<file path="config.mk">
export PLATFORM = sky130hd
export DESIGN_NAME = value_rate_limiter_with_overcommit_core
export DESIGN_NICKNAME = d
export VERILOG_FILES = /design/src/rtl/core/vrl_pkg.sv /design/src/rtl/core/value_rate_limiter_with_overcommit_core.sv
export SDC_FILE = /design/constraint.sdc
export NUM_CORES = 2
export LEC_CHECK = 0
export ABC_AREA = 1
export ABC_CLOCK_PERIOD_IN_PS = 43600
export BUFFER_PORTS_ARGS = -buffer_cell sky130_fd_sc_hd__buf_2
export CAP_MARGIN = 20
export CORE_ASPECT_RATIO = 0.7
export CORE_UTILIZATION = 50
export CTS_BUF_LIST = sky130_fd_sc_hd__clkbuf_8 sky130_fd_sc_hd__clkbuf_16
export DETAILED_ROUTE_END_ITERATION = 12
export PLACE_DENSITY = 0.69
export SLEW_MARGIN = 20
export SYNTH_ARGS = -nofsm -noshare
export SYNTH_HDL_FRONTEND = slang
export SYNTH_SLANG_ARGS = --single-unit
</file>
<file path="constraint.sdc">
create_clock -name clk_i -period 43.6 [get_ports clk_i]
set_clock_uncertainty 0.2 [all_clocks]
set_input_delay 4.36 -clock clk_i [delete_from_list [all_inputs] [get_ports clk_i]]
set_output_delay 4.36 -clock clk_i [all_outputs]
set_load 0.02 [all_outputs]
</file>
<file path="src/rtl/core/vrl_pkg.sv">
`default_nettype none

package vrl_pkg;

  // field widths
  localparam int unsigned LimitW   = 24;
  localparam int unsigned CapW     = 32;
  localparam int unsigned BudgetW  = 32;  // limit times a period of at most 255 seconds
  localparam int unsigned CountW   = 16;
  localparam int unsigned PendingW = 48;
  localparam int unsigned WrittenW = 48;
  localparam int unsigned SecW     = 8;
  localparam int unsigned CfgIdxW  = 1;
  localparam int unsigned CfgDataW = 32;

  // request kinds carried in the input tuser
  typedef enum logic [1:0] {
    REQ_COLLECTED = 2'd0,
    REQ_WRITTEN   = 2'd1,
    REQ_TICK      = 2'd2,
    REQ_NONE      = 2'd3
  } req_type_e;

  // configuration register indexes
  localparam logic [CfgIdxW-1:0] CFG_PER_SECOND_LIMIT = 1'd0;
  localparam logic [CfgIdxW-1:0] CFG_OVERCOMMIT_CAP   = 1'd1;

  localparam logic [SecW-1:0]     SecMax     = '1;
  localparam logic [PendingW-1:0] PendingMax = '1;

endpackage

`default_nettype wire

</file>
<file path="src/rtl/core/value_rate_limiter_with_overcommit_core.sv">
`default_nettype none

// channel    dir  payload                                              handshake
// s_axis     in   tdata: value_count[15:0]; tuser: req_type[1:0]      tvalid/tready
// m_axis     out  tdata: overcommit_used, pending_values,             tvalid/tready
//                 written_total; tuser: capped
// cfg        in   cfg_idx_i selects register, cfg_wdata_i data         cfg_we_i, no wait
//
// one word per cycle sustained while results are taken; a word passes through the input
// register and is then settled into the state/result registers
// the per-period budget is multiplied out when the limit register is written
// reset clears all counters, the configuration and both valid flags
// a stalled result holds the state; the input register still takes one word meanwhile

module value_rate_limiter_with_overcommit_core
  import vrl_pkg::*;
#(
  parameter int unsigned PERIOD_SECONDS = 10  // 1 to 255
) (
  input  wire logic                  clk_i,
  input  wire logic                  rst_ni,

  input  wire logic                  cfg_we_i,
  input  wire logic [CfgIdxW-1:0]    cfg_idx_i,
  input  wire logic [CfgDataW-1:0]   cfg_wdata_i,

  input  wire logic                  s_axis_tvalid_i,
  output logic                       s_axis_tready_o,
  input  wire logic [15:0]           s_axis_tdata_i,   // value_count[15:0]
  input  wire logic [1:0]            s_axis_tuser_i,   // req_type[1:0]

  output logic                       m_axis_tvalid_o,
  input  wire logic                  m_axis_tready_i,
  output logic [127:0]               m_axis_tdata_o,   // overcommit_used[31:0],
                                                       // pending_values[79:32],
                                                       // written_total[127:80]
  output logic [0:0]                 m_axis_tuser_o    // capped
);

  localparam logic [SecW-1:0] PeriodSec = SecW'(PERIOD_SECONDS);

  // configuration
  logic [LimitW-1:0]  limit_q;
  logic [CapW-1:0]    cap_q;
  logic [BudgetW-1:0] budget_q;

  // input register
  logic              in_vld_q;
  req_type_e         in_type_q;
  logic [CountW-1:0] in_count_q;

  // state, doubling as the result register
  logic                out_vld_q;
  logic                capped_q, capped_d;
  logic [PendingW-1:0] pending_q, pending_d;
  logic [CapW-1:0]     charge_q, charge_d;
  logic [SecW-1:0]     sec_q, sec_d;
  logic [WrittenW-1:0] written_q, written_d;

  logic adv;
  logic load_in;

  assign adv             = !out_vld_q || m_axis_tready_i;
  assign s_axis_tready_o = !in_vld_q || adv;
  assign load_in         = s_axis_tvalid_i && s_axis_tready_o;

  always_ff @(posedge clk_i or negedge rst_ni) begin
    if (!rst_ni) begin
      limit_q  <= '0;
      cap_q    <= '0;
      budget_q <= '0;
    end else if (cfg_we_i) begin
      unique case (cfg_idx_i)
        CFG_PER_SECOND_LIMIT: begin
          limit_q  <= cfg_wdata_i[LimitW-1:0];
          budget_q <= BudgetW'({8'd0, cfg_wdata_i[LimitW-1:0]} * {24'd0, PeriodSec});
        end
        CFG_OVERCOMMIT_CAP: cap_q <= cfg_wdata_i[CapW-1:0];
        default: ;
      endcase
    end
  end

  always_ff @(posedge clk_i or negedge rst_ni) begin
    if (!rst_ni) begin
      in_vld_q <= 1'b0;
    end else if (s_axis_tready_o) begin
      in_vld_q <= s_axis_tvalid_i;
    end
  end

  always_ff @(posedge clk_i) begin
    if (load_in) begin
      in_type_q  <= req_type_e'(s_axis_tuser_i);
      in_count_q <= s_axis_tdata_i;
    end
  end

  // settle, count, seconds tick and cap check for the word in the input register
  always_comb begin
    logic [CapW-1:0]       credit_old;
    logic [CapW-1:0]       credit_new;
    logic [BudgetW-1:0]    spare;
    logic [BudgetW:0]      reach;
    logic [BudgetW:0]      reach_new;
    logic [PendingW-1:0]   budget_x;
    logic [PendingW:0]     sum;

    pending_d = pending_q;
    charge_d  = charge_q;
    sec_d     = sec_q;
    written_d = written_q;
    sum       = '0;
    budget_x  = {{(PendingW-BudgetW){1'b0}}, budget_q};

    credit_old = (cap_q > charge_q) ? cap_q - charge_q : '0;
    spare      = budget_q - pending_q[BudgetW-1:0];
    reach      = {1'b0, budget_q} + {1'b0, credit_old};

    case (in_type_q)
      REQ_COLLECTED: begin
        if (limit_q != '0) begin
          if (sec_q >= PeriodSec) begin
            sec_d = '0;
            if (pending_q < budget_x) begin
              // under-use repays the charge
              charge_d  = (charge_q > spare) ? charge_q - spare : '0;
              pending_d = '0;
            end else if (pending_q <= {15'd0, reach}) begin
              // over-use fits in the credit
              charge_d  = charge_q + CapW'(pending_q - budget_x);
              pending_d = '0;
            end else begin
              // credit exhausted, excess carries over
              pending_d = pending_q - {15'd0, reach};
              charge_d  = cap_q;
            end
          end
          sum       = {1'b0, pending_d} + {{(PendingW+1-CountW){1'b0}}, in_count_q};
          pending_d = sum[PendingW] ? PendingMax : sum[PendingW-1:0];
        end
      end
      REQ_WRITTEN: begin
        written_d = written_q + {{(WrittenW-CountW){1'b0}}, in_count_q};
      end
      REQ_TICK: begin
        if (sec_q != SecMax) sec_d = sec_q + 1'b1;
      end
      default: ;
    endcase

    credit_new = (cap_q > charge_d) ? cap_q - charge_d : '0;
    reach_new  = {1'b0, budget_q} + {1'b0, credit_new};
    capped_d   = (budget_q != '0) && (pending_d >= budget_x) &&
                 (pending_d > {15'd0, reach_new});
  end

  always_ff @(posedge clk_i or negedge rst_ni) begin
    if (!rst_ni) begin
      out_vld_q <= 1'b0;
      capped_q  <= 1'b0;
      pending_q <= '0;
      charge_q  <= '0;
      sec_q     <= '0;
      written_q <= '0;
    end else if (adv) begin
      out_vld_q <= in_vld_q;
      if (in_vld_q) begin
        capped_q  <= capped_d;
        pending_q <= pending_d;
        charge_q  <= charge_d;
        sec_q     <= sec_d;
        written_q <= written_d;
      end
    end
  end

  assign m_axis_tvalid_o = out_vld_q;
  assign m_axis_tdata_o  = {written_q, pending_q, charge_q};
  assign m_axis_tuser_o  = capped_q;

endmodule

`default_nettype wire

</file>
==> metrics.txt <==
I/O pins=187; largest net degree at the start of global routing=92; yosys warns=0; Slew Limit Fails=0; CTS tree=built; most common flop cell mapped by yosys=dfrtp_1; Clock Latency Late Sink=600 ps; CTS Hold Buffers Added=0; Layout area overhead=9.188%; # rows=75; Critical Path Start Type=flop; mean post-synth cell area=6.742 sq um; Routed Antenna Nets=0; EDFF count, synth=18; # resized after CTS=0; GRT Overall Usage=34.91%; CTS Sinks=238; Initial Utilization=50.95%; Core ar.=60250 sq um; share of cells above drive strength 1=8.173%; CP max FO=46; Crit path arrival time=17460 ps; clk root buf=clkbuf_16; 1st-iter DRT viols=3412; HP Class=reg2reg; Seq/Total Area, Yosys=19.70%; Longest Clk Path Bufs=3; CTS H-tree depth=1; Post-DP HPWL=91560 um; endpoints failing hold=0; WS Path Type=reg2reg; max_slew headroom=28.05%; Worst path slowest cell=inv_2; synthesized flop and latch total=238; WL final=110400 um; first-pass GRT wire length=168900 um; Via-to-Cell Ratio=5.661; Die X=298.1 um; Port Buf Inserts=186; # setup viols final=0; initial antenna violation count=0; vias in the first global route=28.82k; Fmax achieved=0.05837 GHz; worst endpoint required time=43930 ps; outcome=completed; postcts setup bufs=0; crit share post-route=39.29%; WL per Instance=19.91 um; RSZ-0062 raised after global routing=no; die height=209.3 um; slew at the pin closest to its max-slew limit=1068 ps; CTS buffer count=29; Yosys cell types=73; Worst-path clk slew=60 ps; syn_nets=5055; # Max-Cap Violations=0; drt first pass iters=6; final setup TNS=0 ps; via count=31.38k; total congestion overflow=0; crit-path most repeated cell=nand2_1; peak per-stage delay on the critical path=570 ps; Synth Instances=4553; Final nets=5215; asr flop ratio synth=92.44%; Critical Path End Type=flop; DRC=0; Tmin final=17130 ps; Post-Syn Area=30690 sq um; RePlAce Congestion=1.038; die area=62400 sq um
## per-stage QoR
| stage | utilization [%] | cell area [sq um] | setup WS [ps] | hold slack, ps | std cells |
|---|---|---|---|---|---|
| 2_1_floorplan | - | 30690 | 29200 | 250.4 | 4553 |
| 3_3_place_gp | 53.89 | 32470 | 27230 | 257.6 | 5490 |
| 3_5_place_dp | 53.89 | 32470 | 26810 | 263.1 | 5490 |
| 4_1_cts | 55.63 | 33510 | 26750 | 274.2 | 5543 |
| 5_1_grt | 55.63 | 33510 | 24990 | 304.0 | 5543 |
| 6_report | 55.63 | 33510 | 26470 | 275.5 | 5544 |
## flip-flops by register name, summed over array words and instances, names as in the netlist
name and flops:
charge_q 32, in_count_q 16, sec_q 8, cap_q 32
pending_q 48, in_type_q 2, limit_q 24, written_q 48
m_axis_tvalid_o 1, budget_q 25, m_axis_tuser_o 1, in_vld_q 1
## cell usage after synthesis (9+ instances only)
| cell type | instances | share of area (%) |
|---|---|---|
| a31oi_1 | 22 | 0.45 |
| a21oi_1 | 393 | 6.4 |
| inv_1 | 623 | 7.6 |
| o21ai_1 | 58 | 0.95 |
| o21a_1 | 12 | 0.29 |
| nand2_2 | 18 | 0.37 |
| a211oi_1 | 10 | 0.24 |
| a21boi_0 | 24 | 0.59 |
| a22oi_1 | 9 | 0.22 |
| dfrtp_1 | 220 | 18 |
| mux2_2 | 9 | 0.33 |
| xnor2_1 | 140 | 4.0 |
| fa_1 | 37 | 2.4 |
| nor3_1 | 48 | 0.78 |
| nor2_2 | 23 | 0.47 |
| nor4_1 | 21 | 0.43 |
| o31ai_1 | 10 | 0.24 |
| nor2_1 | 345 | 4.2 |
| inv_2 | 14 | 0.17 |
| nand4_1 | 56 | 1.1 |
| xor2_1 | 122 | 3.5 |
| edfxtp_1 | 18 | 1.8 |
| o21ai_0 | 317 | 5.2 |
| o22ai_1 | 23 | 0.47 |
| nand3b_1 | 18 | 0.44 |
| o21bai_1 | 16 | 0.39 |
| nand2_1 | 1146 | 14 |
| nand3_1 | 171 | 2.8 |
| nor2_4 | 15 | 0.55 |
| ha_1 | 409 | 17 |
| clkbuf_1 | 59 | 0.72 |
| o211ai_1 | 27 | 0.66 |
| a21o_1 | 18 | 0.44 |
## kinds of logic (layout without fill, tap and decap cells)
| logic type | count (synthesis) | in the layout | synth area share (%) |
|---|---|---|---|
| mux | 9 | 9 | 0.3302 |
| flops | 238 | 238 | 19.70 |
| buf+inv | 719 | 901 | 8.968 |
| compound gates | 986 | 986 | 18.21 |
| other cells | 0 | 1 | 0 |
| fa+ha+maj | 446 | 446 | 19.09 |
| simple gates | 1893 | 1893 | 26.23 |
| xor+xnor | 262 | 262 | 7.476 |
## critical path, delay by kind of cell, from the launching register on
kind	cells	cell delay [ps]
AND/OR/NAND/NOR	39	3940
adder cells (fa/ha/maj)	7	2410
buffers and inverters	9	1620
AO/OA/AOI/OAI	40	8100
XOR/XNOR	2	320
flip-flops	1	380
## path summary, 6_finish.rpt
| path | depth (start not counted) | start | to | slack (ps) |
|---|---|---|---|---|
| setup / recovery | 97 | cap_q[0]$_DFFE_PN0P_ | m_axis_tuser_o$_DFFE_PN0P_ | 26470 |
| hold / removal | 1 | written_q[47]$_DFFE_PN0P_ | written_q[47]$_DFFE_PN0P_ | 280 |
| setup reg to reg | 97 | cap_q[0]$_DFFE_PN0P_ | m_axis_tuser_o$_DFFE_PN0P_ | 26470 |
| hold reg to reg | 1 | written_q[47]$_DFFE_PN0P_ | written_q[47]$_DFFE_PN0P_ | 280 |
| max in group asynchronous | 3 | rst_ni | budget_q[24]$_DFFE_PN0P_ | 37410 |
| min in group asynchronous | 1 | rst_ni | pending_q[7]$_DFFE_PN0P_ | 3560 |
## area by class of cell
| class | count | area, sq um |
|---|---|---|
| antenna | 1 | 2.502 |
| clock buffer | 35 | 808.3 |
| clock inverter | 18 | 235.2 |
| fill | 6153 | 26730 |
| inverter | 642 | 2410 |
| multi-input combinational | 3596 | 21910 |
| sequential | 238 | 6046 |
| tap | 808 | 1011 |
| timing repair buffer | 206 | 1091 |
## per-layer routing
layer	part of all wire, %	routed length, um	track usage, %
met5	0	0	0
met4	2.1	2331	6.737
met3	12	13790	9.130
met2	38	41960	48.06
met1	47	52290	53.86
## cells in the final DEF, fill, tap and decap left out, types with 12 or more instances in the layout
cell type and instances:
clkbuf_16 29, a31oi_1 22, xnor2_1 140, o21ai_0 317
nand2_2 20, o21a_1 12, dfrtp_1 220, nand4_1 56
o22ai_1 23, o21ai_1 58, nor2_4 15, xor2_1 122
ha_1 409, inv_1 625, fa_1 37, o21bai_1 16
o211ai_1 27, a21boi_0 24, nand3b_1 18, nand3_1 171
a21oi_1 393, buf_4 20, nor4_1 21, nor2_1 344
nor3_1 48, nand2_1 1143, inv_2 15, buf_2 185
nor2_2 24, a21o_1 18, edfxtp_1 18
Power is left out: the tool's default activity adds up to more than one toggle a clock period on the data nets, which glitch-free logic cannot reach.
